===== src/hdl/pcc_pkg.sv =====
package pcc_pkg;

  // Iteration count and arctangent table
  localparam int unsigned DEF_ITERATIONS = 16;
  localparam int unsigned ATAN_LEN       = 24;

  // Datapath formats: x, y carry 14 fraction bits, z is a 32-bit binary angle
  localparam int unsigned FRAC_BITS = 14;
  localparam int unsigned DW        = 34;
  localparam int unsigned ZW        = 32;

  localparam logic [ZW-1:0] PI_Z = 32'h8000_0000;

  // Inverse of the limiting CORDIC gain, Q0.32, split for two 16-bit partial products
  localparam logic [31:0] GAIN_Q32 = 32'd2608131496;
  localparam logic [15:0] GAIN_HI  = GAIN_Q32[31:16];
  localparam logic [15:0] GAIN_LO  = GAIN_Q32[15:0];

  // round(atan(2^-i) * 2^31 / pi)
  localparam logic [ZW-1:0] ATAN_TAB [ATAN_LEN] = '{
    32'd536870912, 32'd316933406, 32'd167458907, 32'd85004756,
    32'd42667331,  32'd21354465,  32'd10680350,  32'd5340245,
    32'd2670163,   32'd1335087,   32'd667544,    32'd333772,
    32'd166886,    32'd83443,     32'd41722,     32'd20861,
    32'd10430,     32'd5215,      32'd2608,      32'd1304,
    32'd652,       32'd326,       32'd163,       32'd81
  };

  typedef enum logic {
    OP_P2C = 1'b0,
    OP_C2P = 1'b1
  } pcc_op_t;

  // One point travelling down the cell row
  typedef struct packed {
    logic                 valid;
    pcc_op_t              op;
    logic                 zero;
    logic signed [DW-1:0] x;
    logic signed [DW-1:0] y;
    logic [ZW-1:0]        z;
  } pcc_stage_t;

endpackage


===== src/hdl/pcc_cell.sv =====
module pcc_cell
  import pcc_pkg::*;
#(
  parameter int unsigned SHIFT = 0
)
(
  input  logic       clk,
  input  logic       rst_n,
  input  pcc_stage_t d_i,
  output pcc_stage_t d_o
);

  pcc_stage_t           st_r, st_nxt;
  logic signed [DW-1:0] xi, yi, xsh, ysh;
  logic signed [ZW-1:0] zi;
  logic                 ccw;

  always_comb begin
    xi  = d_i.x;
    yi  = d_i.y;
    zi  = $signed(d_i.z);
    xsh = xi >>> SHIFT;
    ysh = yi >>> SHIFT;
    // rotation follows the residual angle, vectoring drives y to zero
    ccw = (d_i.op == OP_C2P) ? yi[DW-1] : ~zi[ZW-1];

    st_nxt = d_i;
    if (ccw) begin
      st_nxt.x = xi - ysh;
      st_nxt.y = yi + xsh;
      st_nxt.z = d_i.z - ATAN_TAB[SHIFT];
    end else begin
      st_nxt.x = xi + ysh;
      st_nxt.y = yi - xsh;
      st_nxt.z = d_i.z + ATAN_TAB[SHIFT];
    end
  end

  always_ff @(posedge clk) begin
    if (!rst_n) begin
      st_r.valid <= 1'b0;
    end else begin
      st_r.valid <= st_nxt.valid;
    end
    st_r.op   <= st_nxt.op;
    st_r.zero <= st_nxt.zero;
    st_r.x    <= st_nxt.x;
    st_r.y    <= st_nxt.y;
    st_r.z    <= st_nxt.z;
  end

  assign d_o = st_r;

endmodule


===== config.mk =====
export PLATFORM = sky130hd
export DESIGN_NAME = pcc_cell
export DESIGN_NICKNAME = d
export VERILOG_FILES = /design/src/hdl/pcc_pkg.sv /design/src/hdl/pcc_cell.sv
export SDC_FILE = /design/constraint.sdc
export NUM_CORES = 1
export LEC_CHECK = 0
export BUFFER_PORTS_ARGS = -buffer_cell sky130_fd_sc_hd__buf_2
export CELL_PAD_IN_SITES_DETAIL_PLACEMENT = 0
export CELL_PAD_IN_SITES_GLOBAL_PLACEMENT = 1
export CORE_ASPECT_RATIO = 1.2
export CORE_UTILIZATION = 40
export CTS_CLUSTER_SIZE = 14
export DETAILED_ROUTE_END_ITERATION = 10
export PLACE_DENSITY = 0.86
export SYNTH_ARGS = -nofsm -noshare
export SYNTH_HDL_FRONTEND = slang
export SYNTH_SLANG_ARGS = --single-unit

===== constraint.sdc =====
create_clock -name clk -period 3.6 [get_ports clk]
set_input_delay 0.36 -clock clk [delete_from_list [all_inputs] [get_ports clk]]
set_output_delay 0.36 -clock clk [all_outputs]
set_load 0.005 [all_outputs]

==> run summary <==
Number of library cell types mapped by synthesis = 77
Startpoint Class = input pin
Post-layout min period = 3.08 ns
Antenna cells = 0
Tcrit/Tclk final = 0.856
Maxcap violations = 0
Yosys top cell area share = 0.240
Initial DRC count = 619
Layout area overhead = 20.4%
Worst setup path end = d_o[98]
Placer Congestion = 0.948
Post-synthesis net count = 1298
Wirelength, routed = 28.3 mm
Setup Viol. Count Final = 0
Clk sinks = 102
Post-Syn Instances = 1089
CTS tree = done
Setup TNS = 0 ns
CP arrival = 3.39 ns
Root buf cell = clkbuf_16
Delay of the slowest critical-path stage = 0.59 ns
Final setup margin = 0.518 ns
VDD IR max = 0.000251 V
Remaining antenna violation count = 0
Filler instances = 2123
Initial antenna violation count = 0
Post-CTS Repair Setup Buffers = 0
Clock Pin Slew Worst Setup and Hold Paths = 0.07 ns
Vias per Instance = 5.58
EDFF count, synth = 0
Total CTS buffers = 9
Ys Warns = 0
Post-DR wirelength/cell = 18.1 um
Hold buffer count at CTS = 0
Crit path capture type = flip-flop
Slew @ Worst Pin = 0.849 ns
Synth Cell Area = 8500 um2
Die X = 135 um
Critical path's slowest cell = a221oi_2
Area leader, netlist = dfxtp_1
Total global routing overflow = 0
H-Tree Level Count = 3
Slew margin rel. = 0.429
RSZ-0062 raised after global routing = no
I/O pins = 208
Vias in the first global route = 8536
First-pass GRT wire length = 43.9 mm
Flip-flop count of the largest register after layout = 102
Post-synthesis async set-or-reset flop share = 0
DIE AREA = 21800 um2
Top FF cell, synth = dfxtp_1
Hold_ws = 0.0869 ns
Max-slew violation count = 0
WP data required = 3.90 ns
Register area share after synthesis = 0.240
Largest net degree at the start of global routing = 65
Layout cells sized above 1 = 0.216
Cell Count, Final, Fillers Out = 1565
Placed cells = 1551
Initial core utilization = 0.406
Via count = 8738
Cell area power density = 396 nW/um2
First drt pass iteration count = 5
Count leader, synth = a21oi_1
Top area cells in the synthesized netlist = dfxtp_1, ha_1, a21oi_1
Worst Setup SP = d_i[43]
GRT Total Usage = 0.258
PostCTS Resize Cnt = 0
Dpl ws = 0.153 ns
Residual DRC = 0
Port Buffers = 207
Synth Register Bits = 102
Worst-path fanout max = 8
Longest Clk Path Bufs = 2
DP HPWL = 22.6 mm
CORE AREA = 20900 um2
Worst-path cell chain = buf_2, inv_1, ha_1, or4_1, o31a_1, a221oi_2, a31o_2, o21ai_2, a2111oi_4, xnor2_1
Rows = 58
Final #Nets = 1501
Max Freq = 324 MHz
Synth cell count leaders = a21oi_1, dfxtp_1, inv_1, ha_1, nor2_1
Syn_area_per_cell = 7.80 um2
Critical path class = input pin to flip-flop
Die height = 162 um
Status = complete, no violations
Hold crit path type = input pin to flip-flop
Final hold violations = 0
Leakage power = 4.81 nW
## layout make-up
cell class / count / area, um2 / area share
clock inverter: 5 / 83.8 / 0.00819
inverter: 103 / 387 / 0.0378
sequential: 102 / 2040 / 0.200
clock buffer: 9 / 225 / 0.0220
tap: 270 / 338 / 0.0330
timing repair buffer: 240 / 1280 / 0.125
multi-input combinational: 836 / 5870 / 0.574
## through the flow
stage | util | power, W | area, um2
detailed placement | 0.475 | 0.00298 | 9920
global route | 0.490 | 0.00427 | 10200
global placement | 0.475 | 0.00297 | 9920
floorplan | - | 0.00236 | 8500
finish | 0.490 | 0.00405 | 10200
CTS | 0.490 | 0.00407 | 10200
## power breakdown
| group | switching, W | leakage (nW) | internal [W] |
|---|---|---|---|
| logic | 0.000919 | 3.80 | 0.000655 |
| registers | 0.0000559 | 0.861 | 0.00135 |
| clock network | 0.000468 | 0.144 | 0.000604 |
## worst max-delay path: cells and delay by family
family          cells  cell delay (ns)
xor+xnor            1             0.15
compound gates      5             1.76
simple gates        1             0.56
fa+ha+maj           1             0.41
buf+inv             2             0.14
## per-layer routing
layer	global-route usage	wire [um]	up-vias
li1	-	-	4272
met1	0.311	11700	4044
met2	0.448	13800	365
met3	0.0348	1790	57
met4	0.123	960	0
met5	0	0	-
## kinds of logic (layout without fill, tap and decap cells)
logic type,count (synthesis),in the layout,synth area share
AO/OA/AOI/OAI,374,374,0.288
AND/OR/NAND/NOR,284,284,0.167
buffers and inverters,151,357,0.0698
adder cells (fa/ha/maj),104,104,0.157
flip-flops,102,102,0.240
XOR/XNOR,62,62,0.0639
multiplexers,12,12,0.0141
## cell usage in the layout, fill, tap and decap left out, types with 11 or more instances in the layout
cell type,count
buf_2,207
a21oi_1,113
dfxtp_1,102
inv_1,100
ha_1,100
nor2_1,85
o21ai_0,77
nand2_1,63
xnor2_1,53
buf_4,33
a21o_1,26
nor2b_1,21
o21bai_1,20
nor3_1,20
nand4_1,17
a31oi_1,15
a211oi_1,14
o211ai_1,13
nand3_1,12
o21a_1,12
nor4_1,11
mux2i_1,11
## worst min path at each step
stage,startpoint,end,slack (ns),depth (start not counted)
global route,d_i[17],d_o[17],0.08,1
floorplan,d_i[0],d_o[0],0.39,0
CTS,d_i[17],d_o[17],0.08,1
detailed placement,d_i[12],d_o[12],0.46,1
finish,d_i[100],d_o[100],0.09,1
global placement,d_i[21],d_o[21],0.46,1
Power figures use the tool's default switching activity.
