--- config.mk ---
export PLATFORM = sky130hd
export DESIGN_NAME = pcc_prep
export DESIGN_NICKNAME = d
export VERILOG_FILES = /design/src/hdl/pcc_pkg.sv /design/src/hdl/pcc_prep.sv
export SDC_FILE = /design/constraint.sdc
export NUM_CORES = 1
export LEC_CHECK = 0
export BUFFER_PORTS_ARGS = -buffer_cell sky130_fd_sc_hd__buf_2
export CAP_MARGIN = 20
export CORE_MARGIN = 3
export CORE_UTILIZATION = 33
export DETAILED_ROUTE_END_ITERATION = 8
export HOLD_SLACK_MARGIN = 0.03
export PLACE_DENSITY = 0.67
export SKIP_CTS_REPAIR_TIMING = 1
export SLEW_MARGIN = 20
export SYNTH_ARGS = -nofsm -noshare
export SYNTH_HDL_FRONTEND = slang
export SYNTH_SLANG_ARGS = --single-unit
--- constraint.sdc ---
create_clock -name clk -period 2.67 [get_ports clk]
set_input_delay 0.1335 -clock clk [delete_from_list [all_inputs] [get_ports clk]]
set_output_delay 0.1335 -clock clk [all_outputs]
set_load 0.01 [all_outputs]
--- src/hdl/pcc_pkg.sv ---
package pcc_pkg;

  // Iteration count and arctangent table
  localparam int unsigned DEF_ITERATIONS = 16;
  localparam int unsigned ATAN_LEN       = 24;

  // Datapath formats: x, y carry 14 fraction bits, z is a 32-bit binary angle
  localparam int unsigned FRAC_BITS = 14;
  localparam int unsigned DW        = 34;
  localparam int unsigned ZW        = 32;

  localparam logic [ZW-1:0] PI_Z = 32'h8000_0000;

  // Inverse of the limiting CORDIC gain, Q0.32, split for two 16-bit partial products
  localparam logic [31:0] GAIN_Q32 = 32'd2608131496;
  localparam logic [15:0] GAIN_HI  = GAIN_Q32[31:16];
  localparam logic [15:0] GAIN_LO  = GAIN_Q32[15:0];

  // round(atan(2^-i) * 2^31 / pi)
  localparam logic [ZW-1:0] ATAN_TAB [ATAN_LEN] = '{
    32'd536870912, 32'd316933406, 32'd167458907, 32'd85004756,
    32'd42667331,  32'd21354465,  32'd10680350,  32'd5340245,
    32'd2670163,   32'd1335087,   32'd667544,    32'd333772,
    32'd166886,    32'd83443,     32'd41722,     32'd20861,
    32'd10430,     32'd5215,      32'd2608,      32'd1304,
    32'd652,       32'd326,       32'd163,       32'd81
  };

  typedef enum logic {
    OP_P2C = 1'b0,
    OP_C2P = 1'b1
  } pcc_op_t;

  // One point travelling down the cell row
  typedef struct packed {
    logic                 valid;
    pcc_op_t              op;
    logic                 zero;
    logic signed [DW-1:0] x;
    logic signed [DW-1:0] y;
    logic [ZW-1:0]        z;
  } pcc_stage_t;

endpackage

--- src/hdl/pcc_prep.sv ---
module pcc_prep
  import pcc_pkg::*;
(
  input  logic               clk,
  input  logic               rst_n,
  input  logic               acc,
  input  pcc_op_t            op,
  input  logic [14:0]        mag,
  input  logic signed [15:0] angle,
  input  logic signed [15:0] xc,
  input  logic signed [15:0] yc,
  output pcc_stage_t         d_o
);

  pcc_stage_t           st_r, st_nxt;
  logic signed [DW-1:0] xm, xs, ys;
  logic                 fold, lhp;

  always_comb begin
    xm   = {{(DW-15){1'b0}}, mag} <<< FRAC_BITS;
    xs   = {{(DW-16){xc[15]}}, xc};
    ys   = {{(DW-16){yc[15]}}, yc};
    // angles outside +-pi/2 turned by pi: negate start vector
    fold = (angle >= 16'sd16384) || (angle < -16'sd16384);
    lhp  = xc[15];

    st_nxt       = '0;
    st_nxt.valid = acc;
    st_nxt.op    = op;
    unique case (op)
      OP_P2C: begin
        st_nxt.x = fold ? -xm : xm;
        st_nxt.y = '0;
        st_nxt.z = {angle, 16'h0000};
        if (fold) begin
          st_nxt.z[ZW-1] = ~st_nxt.z[ZW-1];
        end
      end
      OP_C2P: begin
        st_nxt.zero = (xc == 16'sd0) && (yc == 16'sd0);
        st_nxt.x    = (lhp ? -xs : xs) <<< FRAC_BITS;
        st_nxt.y    = (lhp ? -ys : ys) <<< FRAC_BITS;
        st_nxt.z    = lhp ? PI_Z : '0;
      end
      default: begin
        st_nxt.x = '0;
      end
    endcase
  end

  always_ff @(posedge clk) begin
    if (!rst_n) begin
      st_r.valid <= 1'b0;
    end else begin
      st_r.valid <= st_nxt.valid;
    end
    st_r.op   <= st_nxt.op;
    st_r.zero <= st_nxt.zero;
    st_r.x    <= st_nxt.x;
    st_r.y    <= st_nxt.y;
    st_r.z    <= st_nxt.z;
  end

  assign d_o = st_r;

endmodule

==> metrics <==
run status=finished, final reports clean; period utilization=around 62%; Worst EP arrival=about 1.9 ns; multi-input logic area=1490 µm²; DR pass1 iterations=4; Rel. slew slack=40.9%; Core ar.=8380 µm²; final hold violation count=0; CTS H-Tree Depth=3; DRC=0; Sw Ratio=27.8%; Critical path origin=yc[10]; post-synth top area share=between 40% and 50%; Vias/cell=4.50; DIE AREA=~10000 µm²; routability cong.=just over 0.8; TritonCTS clock tree=yes; drt wl/cell=~13 µm; Final Critical Period=1.65 ns; number of global-route vias before repair=between 2k and 2.5k; post-route setup TNS=0 ns; Clock power frac=between 30% and 40%; Fmax achieved=a little over 600 MHz; Synth area leaders=dfxtp_1 (41%), buf_4 (11%), xor2_1 (6.3%), xnor2_1 (6.0%), nor2b_1 (4.1%); Iter 0 DRT Violations=55; max reg flops=between 50 and 60; # IOs=170; dpl cells=between 500 and 600; Post-Syn Instances=313; Worst-Margin Slew=0.880 ns; CP Data Required Time=between 2 and 3 ns; PwrDens=584 nW/µm²; Root Driver=clkbuf_8; crit end category=register; fin cells=563; FILL cells=between 800 and 900; Inserted Diodes=0; DP Wirelength=about 5700 µm; Synth area leader=dfxtp_1; Port Buf Inserts=around 130; nets@finish=~520; total grt overflow=0; CP startpoint kind=input port; synthesized area per cell=9.29 µm²; CTS buffer count=9; pre-CTS setup slack=just under 0.7 ns; #FFs+latches synth=59; Final Util=between 40 and 50%; Worst-path clk slew=0.07 ns; worst-case clock buffer depth=2; Hold Crit Class=input port to register; Sw Pwr=about 600 µW; Initial Utilization=34.7%; final worst-path setup slack=1.02 ns; Pint=roughly 1600 µW; register area share after synthesis=between 40 and 50%; gr usage total=around 14%; RSZ-0062 raised after global routing=false; Yosys cell types=37; Max Slew Vio Count=0; WS Path Type=input port to register; DR vias=between 2k and 3k; Worst Hold Depth=2; fraction of power consumed by sequential logic=around 44%; row count=33; sequential cell area=~1200 µm²; cell leakage power=~0.0018 µW; ANT nets after route=0; CP Capture Point=d_o[64]; die width=around 100 µm; proportion of layout cells with a drive suffix above 1=about a third; Die Ht=99.9 µm; global-route wire length before repair=between 10000 and 15000 µm; initial antenna violation count=0; Logic pwr share=about a fifth; Layout area overhead=30.8%; largest net degree at the start of global routing=between 40 and 50; synthesized area=2910 µm²; # Max-Cap Violations=0; synth warn=0; Peak VDD IR=0.000169 V; CTS sink cnt=roughly 60; WL final=7560 µm; Design Power=around 2200 µW; endpoints failing setup=0; CP max FO=3
-- how the worst min path moves through the flow --
stage / from / end / slack [ns]
after detailed placement: acc / d_o[102] / 0.34
final: angle[2] / d_o[18] / 0.02
after global placement: acc / d_o[102] / 0.34
after CTS: acc / d_o[102] / -0.02
after global routing: angle[2] / d_o[18] / 0.03
after floorplan: op / d_o[101] / 0.16
-- layout make-up --
cell class	instances	share of cell area, %
multi-input combinational	236	39.3
sequential	59	31.1
timing repair buffer	141	20.5
clock buffer	11	3.72
tap	105	3.46
clock inverter	5	1.38
inverter	6	0.592
-- placed cells by master (no fill, tap or decap), types with 11 or more instances in the layout --
cell,synthesis,routed
and2_1,15,15
buf_2,0,125
conb_1,1,44
dfxtp_1,59,59
dlygate4sd3_1,0,14
nand2_1,11,11
nor2_1,16,16
nor2b_1,19,19
o21ai_0,12,12
o31ai_1,11,11
xnor2_1,20,20
xor2_1,21,21
-- routing by layer --
layer,wire length (µm),GRT usage [%],up-vias
met1,3150,17.3,1125
met3,905,5.77,18
met4,165,6.72,0
met2,3340,22.6,141
met5,0,0,-
li1,-,-,1247
-- logic make-up (layout without fill, tap and decap cells) --
group	count (synthesis)	in the layout	synth area share [%]
AO/OA/AOI/OAI	48	48	10.8
XOR/XNOR	41	41	12.4
adder cells (fa/ha/maj)	3	3	1.29
buffers and inverters	61	163	13.6
flip-flops	59	59	40.6
multiplexers	10	10	3.44
other	1	44	0.129
AND/OR/NAND/NOR	90	90	17.8
-- cells in the mapped netlist (all sizes together) --
library cell and instances:
mux2i 10, and3b 1, clkbuf 10, conb 1, o21ai 12, xnor2 20, dfxtp 59, o21a 5
nor2 17, nand2 11, or2 1, a311oi 2, a21o 1, or3 4, nor3 3, nand2b 4
a31oi 1, xor2 21, a211oi 3, a21oi 9, nor3b 1, inv 6, buf 45, or4 6
and2 15, nor4 5, nand3 2, ha 3, o41ai 4, nand3b 1, nor2b 19, o31ai 11
-- critical path, stage by stage --
cell,delay [ns]
buf_2,0.12
or4_4,0.54
or3_4,0.35
or3_1,0.35
and3b_1,0.21
o21a_1,0.18
-- power by group through the flow --
stage	Combinational, µW	Clock (µW)	Sequential, µW
6_report	442	801	979
5_1_grt	492	864	986
4_1_cts	428	827	979
3_5_place_dp	425	0	999
3_3_place_gp	419	0	997
2_1_floorplan	245	0	1040
-- per-stage QoR --
stage / area [µm²] / hold slack [ns]
detailed placement: 3470 / 0.342
CTS: 3660 / -0.0205
global placement: 3470 / 0.339
floorplan: 3070 / 0.161
global route: 3800 / 0.0347
finish: 3800 / 0.0197
Power figures use the tool's default switching activity.
