## config.mk

```make
export PLATFORM = sky130hd
export DESIGN_NAME = pcc_post
export DESIGN_NICKNAME = d
export VERILOG_FILES = /design/src/hdl/pcc_pkg.sv /design/src/hdl/pcc_post.sv
export SDC_FILE = /design/constraint.sdc
export NUM_CORES = 2
export LEC_CHECK = 0
export ABC_CLOCK_PERIOD_IN_PS = 9400
export BUFFER_PORTS_ARGS = -buffer_cell sky130_fd_sc_hd__buf_4
export CAP_MARGIN = 10
export CORE_ASPECT_RATIO = 0.75
export CORE_UTILIZATION = 30
export CTS_BUF_LIST = sky130_fd_sc_hd__clkbuf_16
export DETAILED_ROUTE_END_ITERATION = 6
export PLACE_DENSITY = 0.5
export SLEW_MARGIN = 10
export SYNTH_ARGS = -nofsm -noshare
export SYNTH_HDL_FRONTEND = slang
export SYNTH_SLANG_ARGS = --single-unit
```

## constraint.sdc

```tcl
create_clock -name clk -period 9.4 [get_ports clk]
set_input_delay 0 -clock clk [delete_from_list [all_inputs] [get_ports clk]]
set_output_delay 0 -clock clk [all_outputs]
set_load 0.005 [all_outputs]
```

## src/hdl/pcc_pkg.sv

```systemverilog
package pcc_pkg;

  // Iteration count and arctangent table
  localparam int unsigned DEF_ITERATIONS = 16;
  localparam int unsigned ATAN_LEN       = 24;

  // Datapath formats: x, y carry 14 fraction bits, z is a 32-bit binary angle
  localparam int unsigned FRAC_BITS = 14;
  localparam int unsigned DW        = 34;
  localparam int unsigned ZW        = 32;

  localparam logic [ZW-1:0] PI_Z = 32'h8000_0000;

  // Inverse of the limiting CORDIC gain, Q0.32, split for two 16-bit partial products
  localparam logic [31:0] GAIN_Q32 = 32'd2608131496;
  localparam logic [15:0] GAIN_HI  = GAIN_Q32[31:16];
  localparam logic [15:0] GAIN_LO  = GAIN_Q32[15:0];

  // round(atan(2^-i) * 2^31 / pi)
  localparam logic [ZW-1:0] ATAN_TAB [ATAN_LEN] = '{
    32'd536870912, 32'd316933406, 32'd167458907, 32'd85004756,
    32'd42667331,  32'd21354465,  32'd10680350,  32'd5340245,
    32'd2670163,   32'd1335087,   32'd667544,    32'd333772,
    32'd166886,    32'd83443,     32'd41722,     32'd20861,
    32'd10430,     32'd5215,      32'd2608,      32'd1304,
    32'd652,       32'd326,       32'd163,       32'd81
  };

  typedef enum logic {
    OP_P2C = 1'b0,
    OP_C2P = 1'b1
  } pcc_op_t;

  // One point travelling down the cell row
  typedef struct packed {
    logic                 valid;
    pcc_op_t              op;
    logic                 zero;
    logic signed [DW-1:0] x;
    logic signed [DW-1:0] y;
    logic [ZW-1:0]        z;
  } pcc_stage_t;

endpackage

```

## src/hdl/pcc_post.sv

```systemverilog
module pcc_post
  import pcc_pkg::*;
(
  input  logic               clk,
  input  logic               rst_n,
  input  pcc_stage_t         d_i,
  output logic               out_valid,
  output logic signed [15:0] out_x_out,
  output logic signed [15:0] out_y_out,
  output logic [15:0]        out_mag_out,
  output logic signed [15:0] out_angle_out
);

  localparam int unsigned PW = DW + 17;
  localparam int unsigned SW = DW + 34;
  localparam int unsigned QW = SW - 46;

  localparam logic signed [SW-1:0] RND  = {{(SW-46){1'b0}}, 1'b1, 45'b0};
  localparam logic signed [QW-1:0] QMAX = QW'(32767);
  localparam logic signed [QW-1:0] QMIN = QW'(-32768);
  localparam logic signed [QW-1:0] UMAX = QW'(65535);

  // first stage: partial products against gain halves
  logic                 va_r;
  pcc_op_t              opa_r;
  logic                 zeroa_r;
  logic [15:0]          anga_r;
  logic signed [PW-1:0] pxh_r, pxl_r, pyh_r, pyl_r;
  logic [ZW-1:0]        zrnd;

  // second stage: sum, round, clamp
  logic                 vb_r;
  logic signed [15:0]   xb_r, yb_r, angb_r;
  logic [15:0]          magb_r;
  logic                 vb_nxt;
  logic signed [15:0]   xb_nxt, yb_nxt, angb_nxt;
  logic [15:0]          magb_nxt;
  logic signed [QW-1:0] qx, qy;

  function automatic logic signed [QW-1:0] scale_q(input logic signed [PW-1:0] ph,
                                                   input logic signed [PW-1:0] pl);
    logic signed [SW-1:0] s;
    s = (SW'(ph) <<< 16) + SW'(pl) + RND;
    return s[SW-1:46];
  endfunction

  function automatic logic signed [15:0] sat16(input logic signed [QW-1:0] q);
    logic signed [15:0] r;
    if (q > QMAX) begin
      r = 16'sh7FFF;
    end else if (q < QMIN) begin
      r = 16'sh8000;
    end else begin
      r = q[15:0];
    end
    return r;
  endfunction

  assign zrnd = d_i.z + 32'd32768;

  always_ff @(posedge clk) begin
    if (!rst_n) begin
      va_r <= 1'b0;
    end else begin
      va_r <= d_i.valid;
    end
    opa_r   <= d_i.op;
    zeroa_r <= d_i.zero;
    anga_r  <= zrnd[ZW-1:ZW-16];
    pxh_r   <= d_i.x * $signed({1'b0, GAIN_HI});
    pxl_r   <= d_i.x * $signed({1'b0, GAIN_LO});
    pyh_r   <= d_i.y * $signed({1'b0, GAIN_HI});
    pyl_r   <= d_i.y * $signed({1'b0, GAIN_LO});
  end

  always_comb begin
    qx       = scale_q(pxh_r, pxl_r);
    qy       = scale_q(pyh_r, pyl_r);
    vb_nxt   = va_r;
    xb_nxt   = '0;
    yb_nxt   = '0;
    magb_nxt = '0;
    angb_nxt = '0;
    unique case (opa_r)
      OP_P2C: begin
        xb_nxt = sat16(qx);
        yb_nxt = sat16(qy);
      end
      OP_C2P: begin
        if (!zeroa_r) begin
          if (qx[QW-1]) begin
            magb_nxt = '0;
          end else if (qx > UMAX) begin
            magb_nxt = 16'hFFFF;
          end else begin
            magb_nxt = qx[15:0];
          end
          angb_nxt = anga_r;
        end
      end
      default: begin
        xb_nxt = '0;
      end
    endcase
  end

  always_ff @(posedge clk) begin
    if (!rst_n) begin
      vb_r <= 1'b0;
    end else begin
      vb_r <= vb_nxt;
    end
    xb_r   <= xb_nxt;
    yb_r   <= yb_nxt;
    magb_r <= magb_nxt;
    angb_r <= angb_nxt;
  end

  assign out_valid     = vb_r;
  assign out_x_out     = xb_r;
  assign out_y_out     = yb_r;
  assign out_mag_out   = magb_r;
  assign out_angle_out = angb_r;

endmodule

```

==> results.ini <==
[placement]
dp_hpwl_um=110000
place_congestion=0.870
port_buffers=154

[final_layout]
layout.nets=6673
drive_above_1_share=0.0489
final_cell_mix=inv_1, fa_1, ha_1, dfxtp_1, a21oi_1
synthToLayoutAreaGrowth_pct=11.4
layout_commonest_cell=inv_1

[floorplanning]
coreArea_um2=151000
die_area_um2=155000
fp.dieW_um=454
row_count=123
start_util=0.304
die_h_um=341
io_pins=170

[setup_path]
cp_slowest_stage_delay_ns=0.63
r2r_cells=14
cp_num_buf_inv=6
critPathMaxFanout=9
critPathLaunch=d_i[33]
cp.required_ns=9.87
critPathKind=in -> reg
rrSetupSlack_ns=4.03
crit_arrival_ns=7.61
critPathLaunchType=primary input
cp-end-kind=flip-flop
cp_top_family=adder cells
cp_common_cell=fa_1
reg2reg_from=pxh_r[20]$_DFF_P_
r2r_end=out_x_out[10]$_SDFF_PP0_
critPathSlowestCell=a31oi_1

[hold_path]
hold_end=anga_r[14]$_DFF_P_
holdCritStartpoint=d_i[15]
worstHoldPathCells=4
hp-class=in -> reg

[sta]
fin_setup_tns_ns=0
fmax_mhz=140
max_slew_margin=0.361
rsz0062_at_grt=false
slew_violations=0
finalClockSkew_ns=0.0393
period_share=0.759
min_period_ns=7.13
hold_viol_final=0
tightest_slew_ns=0.955
finalSetupViolCount=0

[global_route]
gr-usage-met3=0.0392
grt.total_usage=0.163
met1_usage=0.251
grt.busiest_layer=met1
grt.met2_usage=0.231
grt_max_degree=36
grt_pass1_wl_um=193000
first_global_vias=33625
grt_antenna_before_repair=3
grt_overflow_total=0

[synthesis]
ys_ff_latch=248
synth_top_area_frac=0.356
synth_cell_types=67
synth.largest_area_cell=fa_1
syn_area_per_cell_um2=9.73
async_flop_share=0
yosysWarnings=0
syn_area_um2=45900
synth.area.top_cells=fa_1, ha_1, inv_1
synth_edf_count=0
synth_nets=6448
ys_seq_area_frac=0.108
postSynthCellCount=4719
synth-main-ff-cell=dfxtp_1

[detailed_routing]
routed_wl_um=122000
vias=31582
drtPass1Iterations=5
drt-initial-drc-count=1617
drc=0
wl_per_cell_um=17.4
viasPerCell=4.53
detail-route-antenna-nets=0

[flow_run]
drv_cap=0

[clock_network]
insertion_delay_ns=0.60
ctsRootBufferMaster=clkbuf_16
h-tree-depth=2
numCtsBuffers=36
clockBufferDepth=3
cts_tree=yes
cts_sinks=248
postCtsSetupRepairBufs=0
clk_pin_slew_worst_paths_ns=0.05

[status]
status=finished, final reports clean

## logic make-up after synthesis
| kind of cell | synth area share |
|---|---|
| adders and majority gates | 0.576 |
| xor gates and xnor gates | 0.0521 |
| and+or+nand+nor | 0.0518 |
| buffers and inverters | 0.116 |
| muxes | 0.000245 |
| AOI/OAI and AO/OA | 0.0958 |
| DFF | 0.108 |
## how the worst max path moves through the flow
stage	to	cells after the start
finish	pyl_r[50]$_DFF_P_	25
global route	pyl_r[49]$_DFF_P_	24
CTS	pyl_r[50]$_DFF_P_	25
detailed placement	pyl_r[50]$_DFF_P_	24
global placement	pyl_r[50]$_DFF_P_	24
floorplan	pxl_r[42]$_DFF_P_	23
## worst register-to-register path: stages (launching register included)
cell      delay [ns]
dfxtp_1         0.30
ha_1            0.29
ha_1            0.39
a21oi_1         0.23
o211ai_1        0.12
o31ai_1         0.37
nand2_1         0.18
o31a_1          0.42
a31o_1          0.35
a221o_1         0.41
a31o_1          0.27
xor2_1          0.17
and4b_1         0.89
a211o_2         0.51
o21ai_1         0.29
## cells in the mapped netlist, types with 20 or more instances
master    instances
ha_1            807
and2_1           31
nor2b_1          43
xnor2_1         159
and3_1           27
inv_1          1400
a21oi_1         208
a21o_1          172
nand2_1         101
nor2_1          122
nand3_1          39
fa_1            817
o21ai_0          85
o21a_1           34
a31oi_1          22
nor3_1           36
o21bai_1         20
nand2b_1         25
xor2_1          114
dfxtp_1         248
nand4_1          29
## per-stage QoR
step | setup slack [ns] | instance area [um2] | cells | util | hold slack [ns]
6_report | 2.27 | 51200 | 6972 | 0.339 | 0.0289
5_1_grt | 1.82 | 51200 | 6970 | 0.339 | 0.0191
4_1_cts | 2.35 | 51200 | 6970 | 0.339 | 0.0125
3_5_place_dp | 2.17 | 49600 | 6863 | 0.328 | 0.112
3_3_place_gp | 2.18 | 49600 | 6863 | 0.328 | 0.106
2_1_floorplan | 3.60 | 45900 | 4719 | - | 0.0277
## layer usage
| metal | routed length (um) | part of all wire | vias up |
|---|---|---|---|
| met5 | 0 | 0 | - |
| met4 | 1850 | 0.015 | 0 |
| met3 | 8460 | 0.070 | 80 |
| met2 | 48300 | 0.40 | 638 |
| met1 | 63000 | 0.52 | 15701 |
| li1 | - | - | 15163 |
## timing repair
action	CTS	global route
resized for setup	0	0
hold buffers	43	0
hold endpoints to repair	29	0
## sequential cells by signal, summed over array words and instances (netlist names)
signal         flops
out_x_out         16
va_r               1
out_y_out         16
out_angle_out     16
out_mag_out       16
pxl_r             36
pyh_r             46
out_valid          1
zeroa_r            1
anga_r            16
pxh_r             46
opa_r              1
pyl_r             36
## layout make-up
class	instances	area (um2)
repair buffers	204	1640
multi-input cells	3054	35600
clock inverters	28	272
well taps	2000	2500
flip-flops and latches	248	4960
fillers	15620	99800
diodes	2	5.00
clock buffers	36	901
inverters	1400	5260
Power is not shown: default switching activity piles up to over one toggle a cycle in this logic, so the estimate is an artifact.
